==> config.mk <==
export PLATFORM = sky130hd
export DESIGN_NAME = qvr_lane
export DESIGN_NICKNAME = d
export VERILOG_FILES = /design/src/hdl/qvr_pkg.sv /design/src/hdl/qvr_lane.sv
export SDC_FILE = /design/constraint.sdc
export NUM_CORES = 2
export LEC_CHECK = 0
export BUFFER_PORTS_ARGS = -buffer_cell sky130_fd_sc_hd__buf_4
export CAP_MARGIN = 20
export CORE_MARGIN = 5
export CORE_UTILIZATION = 41
export DETAILED_ROUTE_END_ITERATION = 6
export GPL_ROUTABILITY_DRIVEN = 0
export PLACE_DENSITY = 0.56
export SLEW_MARGIN = 20
export SYNTH_ARGS = -nofsm -noshare
export SYNTH_HDL_FRONTEND = slang
export SYNTH_SLANG_ARGS = --single-unit
==> constraint.sdc <==
create_clock -name clk -period 10.7 [get_ports clk]
set_input_delay 1.07 -clock clk [delete_from_list [all_inputs] [get_ports clk]]
set_output_delay 1.07 -clock clk [all_outputs]
set_load 0.02 [all_outputs]
==> src/hdl/qvr_pkg.sv <==
`timescale 1ns / 1ps
// Shared types and fixed-point constants for the quaternion vector rotation core.
// No dependencies; every other file in hdl/ imports this package.
package qvr_pkg;

	localparam int COMP_WIDTH = 16;
	localparam int FRAC_BITS  = 14;

	// Quaternion products, matrix entries, lane products, lane sums, rounded sums.
	localparam int PROD_W  = 2 * COMP_WIDTH;
	localparam int ENTRY_W = 2 * COMP_WIDTH + 2;
	localparam int LPROD_W = ENTRY_W + COMP_WIDTH;
	localparam int ACC_W   = LPROD_W + 2;
	localparam int SHIFT   = 2 * FRAC_BITS;
	localparam int RND_W   = ACC_W - SHIFT;

	typedef logic signed [COMP_WIDTH-1:0] comp_t;
	typedef logic signed [PROD_W-1:0]     prod_t;
	typedef logic signed [ENTRY_W-1:0]    entry_t;
	typedef logic signed [LPROD_W-1:0]    lprod_t;
	typedef logic signed [RND_W-1:0]      rnd_t;

	typedef comp_t  [2:0] vec_t;
	typedef entry_t [2:0] row_t;
	typedef row_t   [2:0] mat_t;

	// Per-stage advance enables of the elastic pipeline.
	typedef struct packed {
		logic s1;
		logic s2;
		logic s3;
		logic s4;
		logic s5;
	} adv_t;

endpackage

==> src/hdl/qvr_lane.sv <==
`timescale 1ns / 1ps
// One output lane: row-times-vector products (stage 3), rounded sum (stage 4)
// and saturation (stage 5). Depends on qvr_pkg.
module qvr_lane (
	input  logic           clk,
	input  qvr_pkg::adv_t  adv,
	input  qvr_pkg::row_t  row,
	input  qvr_pkg::vec_t  vec,
	output qvr_pkg::comp_t out_s5,
	output logic           clip_s5
);
	import qvr_pkg::*;

	localparam logic signed [ACC_W-1:0] HALF = ACC_W'(1) <<< (SHIFT - 1);
	localparam rnd_t SAT_HI = RND_W'({1'b0, {(COMP_WIDTH-1){1'b1}}});
	localparam rnd_t SAT_LO = -SAT_HI - RND_W'(1);

	lprod_t [2:0]              prod_s3;
	rnd_t                      rnd_s4;
	logic signed [ACC_W-1:0]   sum;

	always_ff @(posedge clk) begin
		if (adv.s3) begin
			for (int j = 0; j < 3; j++) begin
				prod_s3[j] <= lprod_t'($signed(row[j])) * lprod_t'($signed(vec[j]));
			end
		end
	end

	// Round half up: add one half, then drop the fraction bits.
	always_comb begin
		sum = ACC_W'($signed(prod_s3[0])) + ACC_W'($signed(prod_s3[1]))
			+ ACC_W'($signed(prod_s3[2])) + HALF;
	end

	always_ff @(posedge clk) begin
		if (adv.s4) begin
			rnd_s4 <= sum[ACC_W-1:SHIFT];
		end
	end

	always_ff @(posedge clk) begin
		if (adv.s5) begin
			if (rnd_s4 > SAT_HI) begin
				out_s5  <= SAT_HI[COMP_WIDTH-1:0];
				clip_s5 <= 1'b1;
			end else if (rnd_s4 < SAT_LO) begin
				out_s5  <= SAT_LO[COMP_WIDTH-1:0];
				clip_s5 <= 1'b1;
			end else begin
				out_s5  <= rnd_s4[COMP_WIDTH-1:0];
				clip_s5 <= 1'b0;
			end
		end
	end

endmodule

* Yosys cells after proc, flatten, opt, wreduce, memory -nomap -nowiden
Index checks and enable logic that the tools add are counted.
Word-level totals: bits in registers 191, bits of input ports 156, output and inout port bits 17, logic and storage cells 16
Cells by class: add/sub/neg operators 3, multipliers 3, $lt $le $gt $ge 2, mux-type cells 2
Operators with widths (number):
- multiplier 34 x 16 -> 50 bit | 3
- adder 51 x 50 -> 52 bit | 1
- adder 52 x 29 -> 52 bit (second input constant) | 1
- adder 50 x 50 -> 51 bit | 1
- > comparator 24 x 16 -> 1 bit (second input constant) | 1
- less-than comparator 24 x 16 -> 1 bit (second input constant) | 1
- two-way mux 16 bit | 1
- two-way mux 1 bit | 1

* Logic depth before layout (Yosys ltp)
word-level depth 3, depth in mapped cells 26, depth with buffers taken out 24

* Worst setup path after synthesis
OpenSTA, ideal clock, no wires.
path type in2reg, start in vec[39] in the netlist's numbering, end reg prod_s3[147] in the netlist's numbering (data pin), library setup time 0.269 ns, data arrival time 6.840 ns, data required time 10.431 ns, path slack 3.592 ns, cell stages on the path 24, path buffers 3, cells stage by stage clkbuf_1 -> clkbuf_1 -> nand2_1 -> fa_1 -> inv_1 -> fa_1 -> fa_1 -> fa_1 -> fa_1 -> inv_1 -> fa_1 -> inv_1 -> ha_1 -> clkbuf_2 -> nand3_1 -> or2_2 -> o311a_1 -> nand2_1 -> a31oi_1 -> o41ai_2 -> a41oi_1 -> o211a_1 -> o31ai_1 -> xor2_1
Between the ends: word-level cells in the longest chain between the ends 1
RTL lines:
- start, declared | line qvr_lane.sv:8 | input qvr_pkg::vec_t vec,
- multiplier 34 x 16 -> 50 bit | line qvr_lane.sv:25 | prod_s3[j] <= lprod_t'($signed(row[j])) * lprod_t'($signed(vec[j]));
- end signal, assigned by index | line qvr_lane.sv:25
- end, declared | line qvr_lane.sv:18 | lprod_t [2:0] prod_s3;
Every way passes these cells. A chain may end at the register's enable or synchronous reset.

* Final worst setup path
start in vec[39] in the netlist's numbering, end reg prod_s3[148] in the netlist's numbering (data pin)
Same word-level chain as after synthesis.

==> out/results.txt <==
Wirelength, routed: 172,000 µm
Core ar.: 0.1600 mm²
Worst Hold Class: reg -> reg
Vias in the first global route: 50,910
Fill cells: 15,780
Post-synthesis async set-or-reset flop share: 0
Initial antenna violation count: 7
DR pass1 iterations: 6
Synth Net Count: 9,214
Synth Area in Adders: 0.5705
Crit path DAT: 7.76 ns
First-pass GRT wire length: 282,400 µm
Commonest non-fill, non-tap cell in the layout: inv_1
Post-DP HPWL: 135,200 µm
Initial DRC count: 2,460
CP dominant cell by count: fa_1
Number of flops mapped to enable cells by yosys: 191
Run status: completed
Final Skew: 0.01218 ns
DIE AREA: 0.1685 mm²
Htree depth: 4
Min Clock Period, post-route: 7.551 ns
Simple-Gate Fraction of Synth Area: 0.1438
Mux contribution to synthesized area: 0.0001713
Post-route insts no fill: 9,029
Max-slew violation count: 0
Setup Buffers After CTS: 0
Final period utilization: 0.7057
Most frequent cells in the layout: inv_1 (1,792), fa_1 (1,591), nand2_1 (968), and2_1 (663), ha_1 (452)
Number of remaining DRC errors: 0
CTS Hold Bufs: 0
Largest family of logic cells by synthesized area: adder cells
Clock transition at path regs: 0.08 ns
Sequential share of the synthesized area: 0.08724
Post_cts resized: 0
P&R area growth vs syn: 5.255%
Num Clock Sinks: 191
XOR/XNOR Fraction of Synth Area: 0.02385
Slew @ Worst Pin: 1.006 ns
CP max stage delay: 0.61 ns
Max-Cap Viols: 0
Total track usage: 0.2123
# nets final: 9,125
Critical path peak fanout: 34
WL per Instance: 19.05 µm
CP cell instances: buf_4 > nand2_1 > fa_1 > inv_1 > fa_1 > fa_1 > fa_1 > fa_1 > inv_1 > fa_1 > inv_1 > ha_1 > a21o_1 > o21bai_1 > o21ai_0 > o211ai_1 > a31oi_1 > o211ai_1 > a221oi_1 > o21ai_0 > a21oi_1 > xnor2_1
Max frequency: 132.4 MHz
DRT antenna net count: 0
Starting Density: 0.4109
Vias: 45,700
Max_slew headroom: 0.3294
Die width: 410.4 µm
WP buf/inv: 4
Endpoints failing hold: 0
#FFs+latches synth: 191
GRT overflow: 0
Final setup fails: 0
RSZ-0062 raised after global routing: no
Placed cell count: 8,993
Post-Syn Area: 0.06574 mm²
Layout cells sized above 1: 0.03358
Die Ht: 410.4 µm
Critical Path End Type: flip-flop
Post-synthesis cell type count: 78
Root buf cell: clkbuf_16
Ports: 173
Syn_area_per_cell: 9.372 µm²
Clk_lat worst skew: 0.45 ns
YS warnings: 0
Data required, critical path: 10.91 ns
Post-Syn Instances: 7,015
Crit Path Class: in -> reg
Worst-case clock buffer depth: 2
Most used DFF post-synth: edfxtp_1
Setup crit start kind: primary input
Setup TNS: 0 ns
Row Count: 147
Drt via density: 5.062
CP max stage cell: a221oi_1
Largest net degree at the start of global routing: 79
Port Buffers: 170
Total CTS buffers: 17
CP top delay family: adder cells
Synth Area in Compound Gates: 0.05584
CTS tree: done
[area by class of cell]
type                            count  area, µm²  area share
Clock inverter                     13      146.4    0.002115
Antenna cell                        4      10.01   0.0001446
Clock buffer                       19      432.9    0.006256
Multi-Input combinational cell   4748      52210      0.7545
Inverter                         1792       6726     0.09720
Sequential cell                   191       5736     0.08288
Tap cell                         2086       2610     0.03772
Timing Repair Buffer              176       1325     0.01915
[worst paths after layout]
path | start | to | slack [ns] | depth (start not counted)
setup / recovery | vec[39] | prod_s3[148] | 3.15 | 22
hold / removal | rnd_s4[4] | out_s5[4] | 0.54 | 1
setup reg to reg | prod_s3[70] | rnd_s4[23] | 6.46 | 13
hold reg to reg | rnd_s4[4] | out_s5[4] | 0.54 | 1
[worst register-to-register path, cell delays in order (launching register included)]
cell and delay [ns]:
edfxtp_1 0.45, fa_1 0.48, ha_1 0.28, ha_1 0.33
a21o_1 0.19, a21o_1 0.19, a2111oi_2 0.36, o21ai_1 0.18
a311oi_2 0.32, o41ai_2 0.21, a311oi_2 0.44, nor4_1 0.15
a211oi_1 0.27, xor2_1 0.12
[state kept, by name, summed over array words and instances (netlist names)]
signal   cells
out_s5      16
prod_s3    150
rnd_s4      24
clip_s5      1
[per-layer routing]
layer,up-vias,share of wire,GRT usage
met5,-,0.00068,0.004023
met4,6,0.026,0.05057
met3,215,0.060,0.03374
met2,1204,0.48,0.3532
met1,23850,0.44,0.2924
li1,20430,-,-
[kinds of logic after synthesis]
group | after synthesis
AOI/OAI and AO/OA | 554
buffers and inverters | 2076
adders and majority gates | 2043
DFF | 191
xor gates and xnor gates | 179
muxes | 1
and+or+nand+nor | 1971
[per-stage QoR]
stage / util / instance area, µm² / hold slack, ns / setup slack [ns]
2_1_floorplan: - / 65740 / 0.5100 / 3.592
3_3_place_gp: 0.4288 / 68610 / 0.5304 / 2.790
3_5_place_dp: 0.4288 / 68610 / 0.5250 / 2.760
4_1_cts: 0.4324 / 69190 / 0.5409 / 3.232
5_1_grt: 0.4324 / 69190 / 0.5561 / 2.793
6_report: 0.4325 / 69200 / 0.5365 / 3.149
[synthesized netlist by cell type (10+ instances only)]
| master | instances | area, µm² |
|---|---|---|
| edfxtp_1 | 191 | 5736 |
| a21oi_1 | 178 | 890.9 |
| a211oi_1 | 15 | 112.6 |
| and3_1 | 18 | 112.6 |
| o21bai_1 | 33 | 247.7 |
| nand3_1 | 31 | 155.2 |
| nor2b_1 | 11 | 68.82 |
| o31ai_1 | 10 | 75.07 |
| xnor2_1 | 123 | 1077 |
| fa_1 | 1591 | 31850 |
| a31oi_1 | 13 | 81.33 |
| a21o_1 | 93 | 698.2 |
| nor3_1 | 18 | 90.09 |
| and2_1 | 663 | 4148 |
| nor4_1 | 12 | 75.07 |
| nor2_1 | 169 | 634.4 |
| clkbuf_1 | 280 | 1051 |
| o21a_1 | 34 | 255.2 |
| ha_1 | 452 | 5655 |
| nand2b_1 | 29 | 181.4 |
| nand4_1 | 30 | 187.7 |
| o21ai_0 | 83 | 415.4 |
| xor2_1 | 56 | 490.5 |
| inv_1 | 1792 | 6726 |
| nand2_1 | 968 | 3633 |
| o211ai_1 | 11 | 82.58 |
Power is left out: the tool's default activity adds up to more than one toggle a clock period on the data nets, which glitch-free logic cannot reach.
